### config.mk
export PLATFORM = sky130hd
export DESIGN_NAME = pru_ctrl
export DESIGN_NICKNAME = d
export VERILOG_FILES = /design/src/hdl/pru_pkg.sv /design/src/hdl/pru_ctrl.sv
export SDC_FILE = /design/constraint.sdc
export NUM_CORES = 1
export LEC_CHECK = 0
export BUFFER_PORTS_ARGS = -buffer_cell sky130_fd_sc_hd__clkbuf_2
export CORE_AREA = 2 2 39 41
export DETAILED_ROUTE_END_ITERATION = 7
export DIE_AREA = 0 0 41 43
export GPL_TIMING_DRIVEN = 0
export HOLD_SLACK_MARGIN = 0.03
export PLACE_DENSITY = 0.63
export SLEW_MARGIN = 20
export SYNTH_ARGS = -nofsm -noshare
export SYNTH_HDL_FRONTEND = slang
export SYNTH_SLANG_ARGS = --single-unit
### constraint.sdc
create_clock -name clk -period 4.4 [get_ports clk]
set_clock_uncertainty 0.1 [all_clocks]
set_input_delay 0.66 -clock clk [delete_from_list [all_inputs] [get_ports clk]]
set_output_delay 0.66 -clock clk [all_outputs]
set_load 0.03 [all_outputs]
### src/hdl/pru_pkg.sv
`timescale 1ns / 1ps
package pru_pkg;
	localparam int WORD_WIDTH_DEF = 32;
	localparam int POS_FRAC_DEF = 16;
	localparam int QUAT_FRAC_DEF = 30;

	typedef enum logic [1:0] {
		KIND_LOAD = 2'd0,
		KIND_UPDATE = 2'd1
	} kind_t;

	typedef enum logic [3:0] {
		ST_IDLE,
		ST_MUL,
		ST_RND,
		ST_SHIFT,
		ST_SQ,
		ST_SQRT,
		ST_DIV_START,
		ST_DIV,
		ST_DIV_END,
		ST_OUT
	} state_t;

	typedef struct packed {
		logic load;
		logic update_pos;
		logic mul_step;
		logic mul_clear;
		logic round;
		logic shift_step;
		logic sq_step;
		logic sqrt_init;
		logic sqrt_step;
		logic div_init;
		logic div_step;
		logic div_store;
	} cmd_t;

	typedef struct packed {
		logic mul_last;
		logic shift_done;
		logic sq_last;
		logic sqrt_done;
		logic div_done;
		logic div_last;
	} status_t;
endpackage

### src/hdl/pru_ctrl.sv
`timescale 1ns / 1ps
module pru_ctrl (
	input  logic clk,
	input  logic arst_n,
	input  logic in_valid,
	input  logic in_kind,
	output logic in_ready,
	output logic out_valid,
	input  logic out_ready,
	output pru_pkg::cmd_t cmd,
	input  pru_pkg::status_t status
);
	import pru_pkg::*;

	state_t state_q, state_d;

	always_ff @(posedge clk or negedge arst_n) begin
		if (!arst_n) begin
			state_q <= ST_IDLE;
		end else begin
			state_q <= state_d;
		end
	end

	always_comb begin
		state_d = state_q;
		cmd = '0;
		in_ready = 1'b0;
		out_valid = 1'b0;
		case (state_q)
			ST_IDLE: begin
				in_ready = 1'b1;
				if (in_valid) begin
					if (in_kind) begin
						cmd.update_pos = 1'b1;
						cmd.mul_clear = 1'b1;
						state_d = ST_MUL;
					end else begin
						cmd.load = 1'b1;
						state_d = ST_OUT;
					end
				end
			end
			ST_MUL: begin
				cmd.mul_step = 1'b1;
				if (status.mul_last) begin
					state_d = ST_RND;
				end
			end
			ST_RND: begin
				cmd.round = 1'b1;
				state_d = ST_SHIFT;
			end
			ST_SHIFT: begin
				if (status.shift_done) begin
					state_d = ST_SQ;
				end else begin
					cmd.shift_step = 1'b1;
				end
			end
			ST_SQ: begin
				cmd.sq_step = 1'b1;
				if (status.sq_last) begin
					state_d = ST_SQRT;
					cmd.sqrt_init = 1'b1;
				end
			end
			ST_SQRT: begin
				cmd.sqrt_step = 1'b1;
				if (status.sqrt_done) begin
					state_d = ST_DIV_START;
				end
			end
			ST_DIV_START: begin
				cmd.div_init = 1'b1;
				state_d = ST_DIV;
			end
			ST_DIV: begin
				cmd.div_step = 1'b1;
				if (status.div_done) begin
					state_d = ST_DIV_END;
				end
			end
			ST_DIV_END: begin
				cmd.div_store = 1'b1;
				state_d = status.div_last ? ST_OUT : ST_DIV_START;
			end
			ST_OUT: begin
				out_valid = 1'b1;
				if (out_ready) begin
					state_d = ST_IDLE;
				end
			end
			default: state_d = ST_IDLE;
		endcase
	end
endmodule

==> run metrics, run 1 <==
Synth Area per Inst 7.92 um2; RSZ-0062 raised after global routing no; share of cells above drive strength 1 0.435; Mapped Cells 58; global-route wire length before repair 1660 um; Slew HR 0.722; r2r setup slk 2.71 ns; Seq cells post-synth 4; DRT Wirelength 1080 um; Die ar. 0.00176 mm2; Chip Height 43 um; CTS Buffer Depth 2; Netlist cell types 30; Final period util 0.578; f_max 393 MHz; post-synthesis cell area 459 um2; WL per Instance 10.7 um; Synth area leader dfrtp_1; Slew Viols, Final 0; CTS tree yes; critical path data arrival time 1.78 ns; Reg-to-Reg End state_q[1]; Max-Cap Viols 0; Num CTS Buffers 3; first drt pass iteration count 4; hold_buf cts 0; Largest register FFs 4; Crit. End Element output pin; core region area 0.00138 mm2; RD Place Congestion 0.809; post-DP HPWL 870 um; PwrDens 736 mW/mm2; WHS 0.127 ns; Crit Path Class register to output pin; antenna-violating nets left 0; Critical path origin state_q[2]; worst-path maximum fanout 10; vias in the first global route 422; HP Class primary input to async pin; post-synth top area share 0.218; registers with the most flip-flops state_q x4; PostCTS Resize Cnt 0; Mapped Nets 69; Worst-Skew Late Latency 0.23 ns; IO Port Bufs 24; worst reg2reg path startpoint state_q[3]; Area Growth Syn to Fin 35.4%; R2R cell count 5; VDD IR max 417 uV; clk slew on worst S/H paths 0.04 ns; antenna cells 0; yosys warns 0; via/cell ratio 5.05; number of H-tree levels 1; total power 457 uW; fill cell count 148; total grt overflow 0; Die X 41 um; Synth area leaders dfrtp_1, nor3_1, nand2_1; DRT iter0 DRCs 6; Initial Util 0.332; setup_tns 0 ns; post-CTS setup buffers 0; status finished clean; Final Setup Violations 0; Most flops, register state_q; minimum clock period 2.54 ns; largest net degree at the start of global routing 11; Setup crit end cmd[10]; register area share after synthesis 0.218; leakage power 0.000319 uW; Remaining DRCs 0; CTS root buffer clkbuf_4; Tightest Pin Transition 0.414 ns; fin nets 98; via count 510; initial antenna violation count 0; GRT Total Usage 0.138; I/O pins 25; Rows 14; CTS sink count 4; WP data required 3.64 ns; final-report hold violation count 0; Startpoint Class register
## per-stage QoR
step	std cells	worst slack [ns]	util	area, um2
after floorplan	58	1.25	-	459
final	101	1.86	0.449	622
after global routing	101	1.67	0.449	622
after global placement	98	2.10	0.433	599
after detailed placement	98	2.11	0.433	599
after CTS	101	1.85	0.449	622
## cell usage after synthesis
| master | instances |
|---|---|
| buf_4 | 1 |
| nand2_1 | 7 |
| o32ai_1 | 1 |
| o21bai_4 | 1 |
| nor4_1 | 1 |
| nor3b_2 | 1 |
| nor3_1 | 7 |
| o21ai_2 | 1 |
| nand2b_1 | 4 |
| and3b_1 | 1 |
| dfrtp_1 | 4 |
| or3_1 | 1 |
| buf_6 | 2 |
| o21ai_1 | 1 |
| and2_1 | 1 |
| mux2i_1 | 1 |
| buf_2 | 2 |
| a2bb2oi_2 | 1 |
| nand3_2 | 1 |
| and3_1 | 1 |
| a21oi_1 | 2 |
| nor2b_1 | 1 |
| mux2_1 | 2 |
| nor3b_1 | 1 |
| nor2_1 | 7 |
| xor2_1 | 1 |
| o21ai_0 | 1 |
| a21o_1 | 1 |
| or4_1 | 1 |
| o31a_1 | 1 |
## placed cells by master (no fill, tap or decap), types with 2 or more instances in the layout
cell type	instances
nand2_1	7
dfrtp_1	4
mux2_1	2
nor2_1	7
a21oi_1	2
buf_2	2
clkbuf_2	24
clkbuf_4	3
buf_6	2
nor3_1	7
nand2b_1	4
## layer usage
metal / wire (um) / track usage / vias up
li1: - / - / 263
met1: 501 / 0.184 / 234
met2: 525 / 0.197 / 13
met3: 50 / 0.0314 / 0
met4: 0 / 0.0800 / 0
met5: 0 / 0 / -
## power breakdown
part,internal [uW],total [uW],switching [uW],leakage [uW]
Combinational,134,343,208,0.000256
Sequential,54.6,71.5,16.9,0.0000497
Clock,30.4,43.4,13.0,0.0000138
## how the worst min path moves through the flow
stage / to / slack, ns
2_1_floorplan: state_q[0] / 0.26
3_3_place_gp: state_q[3] / 0.37
3_5_place_dp: state_q[3] / 0.37
4_1_cts: state_q[3] / 0.12
5_1_grt: state_q[3] / 0.13
6_report: state_q[3] / 0.13
## worst max-delay path, cell delays in order (launching register included)
cell      delay, ns
dfrtp_1        0.44
buf_6          0.18
nor4_1         0.42
and3_1         0.23
buf_4          0.10
clkbuf_2       0.18
## cells by family after synthesis
group | after synthesis | synth area share
AOI/OAI and AO/OA | 10 | 0.191
xor gates and xnor gates | 1 | 0.0191
and+or+nand+nor | 35 | 0.414
buffers and inverters | 5 | 0.0872
muxes | 3 | 0.0708
DFF | 4 | 0.218
## area by class of cell
type                    instances  area, um2  share of cell area
plain buffers                   5       40.0              0.0644
clock buffers                   3       22.5              0.0362
multi-input cells              49        319               0.513
flip-flops and latches          4        100               0.161
well taps                      16       20.0              0.0322
repair buffers                 24        120               0.193
Note: power is estimated with default switching activity, not from simulation.
==> run 2, diff against run 1 <==
==> constraint.sdc (replaced) <==
create_clock -name clk -period 2.4 [get_ports clk]
set_clock_uncertainty 0.1 [all_clocks]
set_input_delay 0.36 -clock clk [delete_from_list [all_inputs] [get_ports clk]]
set_output_delay 0.36 -clock clk [all_outputs]
set_load 0.03 [all_outputs]
==> run metrics, run 2 (synthesized netlist as in run 1, its figures left out) <==
status finished clean; Slew HR 0.776 (+0.0548); Rows 14 (unchanged); VDD IR max 511 uV (+23%); Final Setup Violations 0 (unchanged); crit path cell chain buf_6, nor4_4, and3_1, buf_4, clkbuf_2; WHS 0.293 ns (+0.166 ns); Psw 448 uW (+88%); Remaining DRCs 0 (unchanged); WL per Instance 10.8 um (+0.86%); Startpoint Class register; Crit Path Class register to output pin; R2R cell count 4 (-1); CTS root buffer clkbuf_4; Slew Viols, Final 0 (unchanged); registers with the most flip-flops state_q x4; Max stage delay on crit path 0.44 ns (about the same); PostCTS Resize Cnt 0 (unchanged); Reg-to-Reg End state_q[1]; Sw Ratio 0.521 (about the same); final-report hold violation count 0 (unchanged); largest net degree at the start of global routing 11 (unchanged); post-DP HPWL 871 um (about the same); Die ar. 0.00176 mm2 (unchanged); Hold Path Depth 2; Num CTS Buffers 3 (unchanged); hold_buf cts 1 (+1); Area Growth Syn to Fin 40.9%; Crit. End Element output pin; Largest register FFs 4 (unchanged); Critical path origin state_q[2]; placed cell area 614 um2 (+2.5%); Pint 412 uW (+88%); Worst-Skew Late Latency 0.23 ns (about the same); family with the most delay on the worst path simple AND/OR/NAND/NOR gates; total grt overflow 0 (unchanged); CTS tree yes; Setup crit end cmd[10]; RD Place Congestion 0.789 (-2.5%); I/O pins 25 (unchanged); Buffers & Inverters on Critical Path 3 (unchanged); via count 492 (-3.5%); RSZ-0062 raised after global routing no; CTS sink count 4 (unchanged); critical path depth in cells 5 (unchanged); Initial Util 0.332 (unchanged); CTS Buffer Depth 2 (unchanged); critical path data arrival time 1.65 ns (-0.13 ns); slowest CP cell dfrtp_1; setup_tns 0 ns (unchanged); global-route wire length before repair 1740 um (+4.6%); IO Port Bufs 24 (unchanged); HP Class primary input to register; DRT iter0 DRCs 8 (+2); DRT Wirelength 1100 um (+1.9%); share of cells above drive strength 1 0.442 (+0.00657); Die X 41 um (unchanged); most common cell after layout, fill and taps aside clkbuf_2; Chip Height 43 um (unchanged); post-CTS setup buffers 0 (unchanged); vias in the first global route 441 (+4.5%); r2r setup slk 0.72 ns (-1.99 ns); number of H-tree levels 1 (unchanged); WP data required 1.94 ns (-1.70 ns); minimum clock period 2.11 ns; worst-path maximum fanout 10 (unchanged); Final period util 0.878; post-route cell area 647 um2 (+4.0%); PwrDens 1330 mW/mm2 (+81%); clk slew on worst S/H paths 0.04 ns (about the same); antenna-violating nets left 0 (unchanged); first drt pass iteration count 2 (-2); via/cell ratio 4.82 (-4.5%); Max-Cap Viols 0 (unchanged); antenna cells 0 (unchanged); most frequent cells in the layout clkbuf_2, nor2_1, nor3_1, nand2_1; GRT Total Usage 0.147 (+0.00909); initial antenna violation count 0 (unchanged); Flop pwr share 0.155 (about the same); f_max 474 MHz; fin nets 99 (+1.0%); Clock Power Share 0.094 (about the same); Tightest Pin Transition 0.335 ns (-0.0791 ns); Comb pwr share 0.752 (+0.003); Most flops, register state_q; leakage power 0.000325 uW (+2.0%); worst reg2reg path startpoint state_q[2]; core region area 0.00138 mm2 (unchanged)
## run 2: cell types whose count changed in the layout (fill, tap and decap cells not counted), sizes merged
cell	delta
dlygate4sd3	+1
## run 2: worst reg2reg max path: stages (launching register included)
cell,delay (ns)
dfrtp_1,0.44
or3_1,0.43
a2bb2oi_2,0.15
nand3_2,0.11
mux2_1,0.33
## run 2: per-layer routing
| layer | share of wire | routed length, um | vias up | global-route usage |
|---|---|---|---|---|
| met1 | 0.47 | 515 | 213 | 0.190 |
| met3 | 0.047 | 52 | 0 | 0.0314 |
| li1 | - | - | 265 | - |
| met4 | 0 | 0 | 0 | 0.100 |
| met5 | 0 | 0 | - | 0 |
| met2 | 0.48 | 530 | 14 | 0.209 |
## run 2: per-stage QoR
stage | std cells | total power, uW | utilization | setup WS, ns
2_1_floorplan | 58 | 648 | - | 0.106
3_3_place_gp | 98 | 782 | 0.444 | 0.530
3_5_place_dp | 98 | 784 | 0.444 | 0.516
4_1_cts | 102 | 872 | 0.467 | 0.260
5_1_grt | 102 | 941 | 0.467 | 0.164
6_report | 102 | 860 | 0.467 | 0.292
## run 2: worst min-delay path by stage
stage,end,slack [ns],start
final,state_q[3],0.29,out_ready
after global routing,state_q[3],0.29,out_ready
after CTS,state_q[3],0.28,out_ready
after detailed placement,state_q[1],0.07,arst_n
after global placement,state_q[1],0.07,arst_n
after floorplan,state_q[0],-0.04,arst_n
## run 2: final cells by class
type / instances / area, um2
multi-input cells: 49 / 334
clock buffers: 3 / 22.5
plain buffers: 5 / 40.0
repair buffers: 25 / 130
fillers: 141 / 737
well taps: 16 / 20.0
flip-flops and latches: 4 / 100
## run 2: power by group through the flow
| stage | registers, uW | clock network [uW] | logic (uW) |
|---|---|---|---|
| 2_1_floorplan | 123 | 0 | 525 |
| 3_3_place_gp | 133 | 0 | 649 |
| 3_5_place_dp | 135 | 0 | 649 |
| 4_1_cts | 134 | 86.5 | 652 |
| 5_1_grt | 138 | 90.9 | 712 |
| 6_report | 133 | 80.5 | 646 |
==> run 3, diff against run 2 <==
==> constraint.sdc (replaced) <==
create_clock -name clk -period 2.5 [get_ports clk]
set_clock_uncertainty 0.1 [all_clocks]
set_input_delay 0.375 -clock clk [delete_from_list [all_inputs] [get_ports clk]]
set_output_delay 0.375 -clock clk [all_outputs]
set_load 0.03 [all_outputs]
==> run metrics, run 3 (synthesized netlist as in run 1, its figures left out) <==
status finished clean; Max-Cap Viols 0 (unchanged); RSZ-0062 raised after global routing no; share of cells above drive strength 1 0.442 (unchanged); setup_tns 0 ns (unchanged); fill cell count 154 (+9.2%); via count 501 (+1.8%); Chip Height 43 um (unchanged); Area Growth Syn to Fin 39.0%; CTS root buffer clkbuf_4; Die X 41 um (unchanged); Rows 14 (unchanged); fin nets 99 (unchanged); registers with the most flip-flops state_q x4; Crit Path Class register to output pin; global-route wire length before repair 1830 um (+5.2%); Most flops, register state_q; CTS Buffer Depth 2 (unchanged); Die ar. 0.00176 mm2 (unchanged); Worst-Skew Late Latency 0.23 ns (about the same); RD Place Congestion 0.801 (+1.5%); worst-path maximum fanout 10 (unchanged); clk slew on worst S/H paths 0.03 ns (about the same); WL per Instance 11.3 um (+4.6%); Slew Viols, Final 0 (unchanged); antenna-violating nets left 0 (unchanged); Remaining DRCs 0 (unchanged); Max stage delay on crit path 0.45 ns (about the same); slowest CP cell dfrtp_1; WP data required 2.03 ns (+0.09 ns); post-route cell area 638 um2 (-1.4%); VDD IR max 565 uV (+11%); I/O pins 25 (unchanged); CTS tree yes; total grt overflow 0 (unchanged); PwrDens 1280 mW/mm2 (-3.6%); HP Class primary input to register; DRT iter0 DRCs 6 (-2); DRT Wirelength 1150 um (+4.6%); GRT Total Usage 0.151 (+0.00389); Buffers & Inverters on Critical Path 3 (unchanged); core region area 0.00138 mm2 (unchanged); PostCTS Resize Cnt 0 (unchanged); post-DP HPWL 903 um (+3.7%); largest net degree at the start of global routing 11 (unchanged); Crit. End Element output pin; vias in the first global route 427 (-3.2%); f_max 455 MHz; first drt pass iteration count 4 (+2); family with the most delay on the worst path simple AND/OR/NAND/NOR gates; most common cell after layout, fill and taps aside clkbuf_2; IO Port Bufs 24 (unchanged); crit path cell chain buf_6, nor4_2, and3_1, buf_4, clkbuf_2; critical path data arrival time 1.72 ns (+0.07 ns); minimum clock period 2.20 ns; WHS 0.294 ns (+0.00128 ns); Initial Util 0.332 (unchanged); number of H-tree levels 1 (unchanged); most frequent cells in the layout clkbuf_2, nor2_1, nor3_1, nand2_1; final-report hold violation count 0 (unchanged); Final Setup Violations 0 (unchanged); Startpoint Class register; via/cell ratio 4.91 (+1.8%); Tightest Pin Transition 0.349 ns (+0.0140 ns); CTS sink count 4 (unchanged); total power 817 uW (-4.9%); leakage power 0.000324 uW (-0.41%); Final period util 0.879; antenna cells 0 (unchanged); initial antenna violation count 0 (unchanged); Num CTS Buffers 3 (unchanged); Slew HR 0.767 (-0.00933); placed cell area 606 um2 (-1.4%); Largest register FFs 4 (unchanged)
## run 3: cell counts in the layout (fill, tap and decap cells not counted)
No cell type changed its count.
## run 3: power by group
part / switching, uW / total, uW / internal, uW
sequential: 30.6 / 127 / 96.2
combinational: 374 / 614 / 240
clock: 23.4 / 76.8 / 53.5
total: 428 / 817 / 390
## run 3: routing by layer
metal | GRT usage | routed length [um] | up-vias
met3 | 0 | 46 | 0
li1 | - | - | 261
met5 | 0 | 0 | -
met2 | 0.219 | 578 | 10
met4 | 0.0800 | 0 | 0
met1 | 0.222 | 523 | 230
## run 3: worst paths after layout
check	startpoint	endpoint	slack, ns	cells past startpoint
worst min-delay path	out_ready	state_q[3]	0.29	2
max in group asynchronous	arst_n	state_q[0]	1.81	2
min in group asynchronous	arst_n	state_q[3]	0.37	2
worst min register to register	state_q[3]	state_q[3]	0.63	2
worst max register to register	state_q[2]	state_q[1]	0.80	4
worst max-delay path	state_q[2]	cmd[10]	0.30	5
## run 3: repair_timing
item	4_1_cts	5_1_grt
endpoints found under the hold margin	4	0
setup buffers	0	0
hold buffers	1	0
endpoints found under the setup margin	0	0
## run 3: stage by stage
stage	instances	setup WS, ns	util
finish	102	0.303	0.461
floorplan	58	0.0532	-
CTS	102	0.274	0.461
global placement	98	0.567	0.438
global route	102	0.201	0.461
detailed placement	98	0.532	0.438
## run 3: worst register-to-register path, delay by kind of cell (launching register included)
| kind | cells | cell delay [ns] |
|---|---|---|
| AND/OR/NAND/NOR | 2 | 0.56 |
| multiplexers | 1 | 0.32 |
| flip-flops | 1 | 0.45 |
| AO/OA/AOI/OAI | 1 | 0.16 |
## run 3: area by class of cell
type / count / area (um2) / area share
plain buffers: 5 / 40.0 / 0.0627
clock buffers: 3 / 22.5 / 0.0353
multi-input cells: 49 / 325 / 0.510
flip-flops and latches: 4 / 100 / 0.157
well taps: 16 / 20.0 / 0.0314
repair buffers: 25 / 130 / 0.204
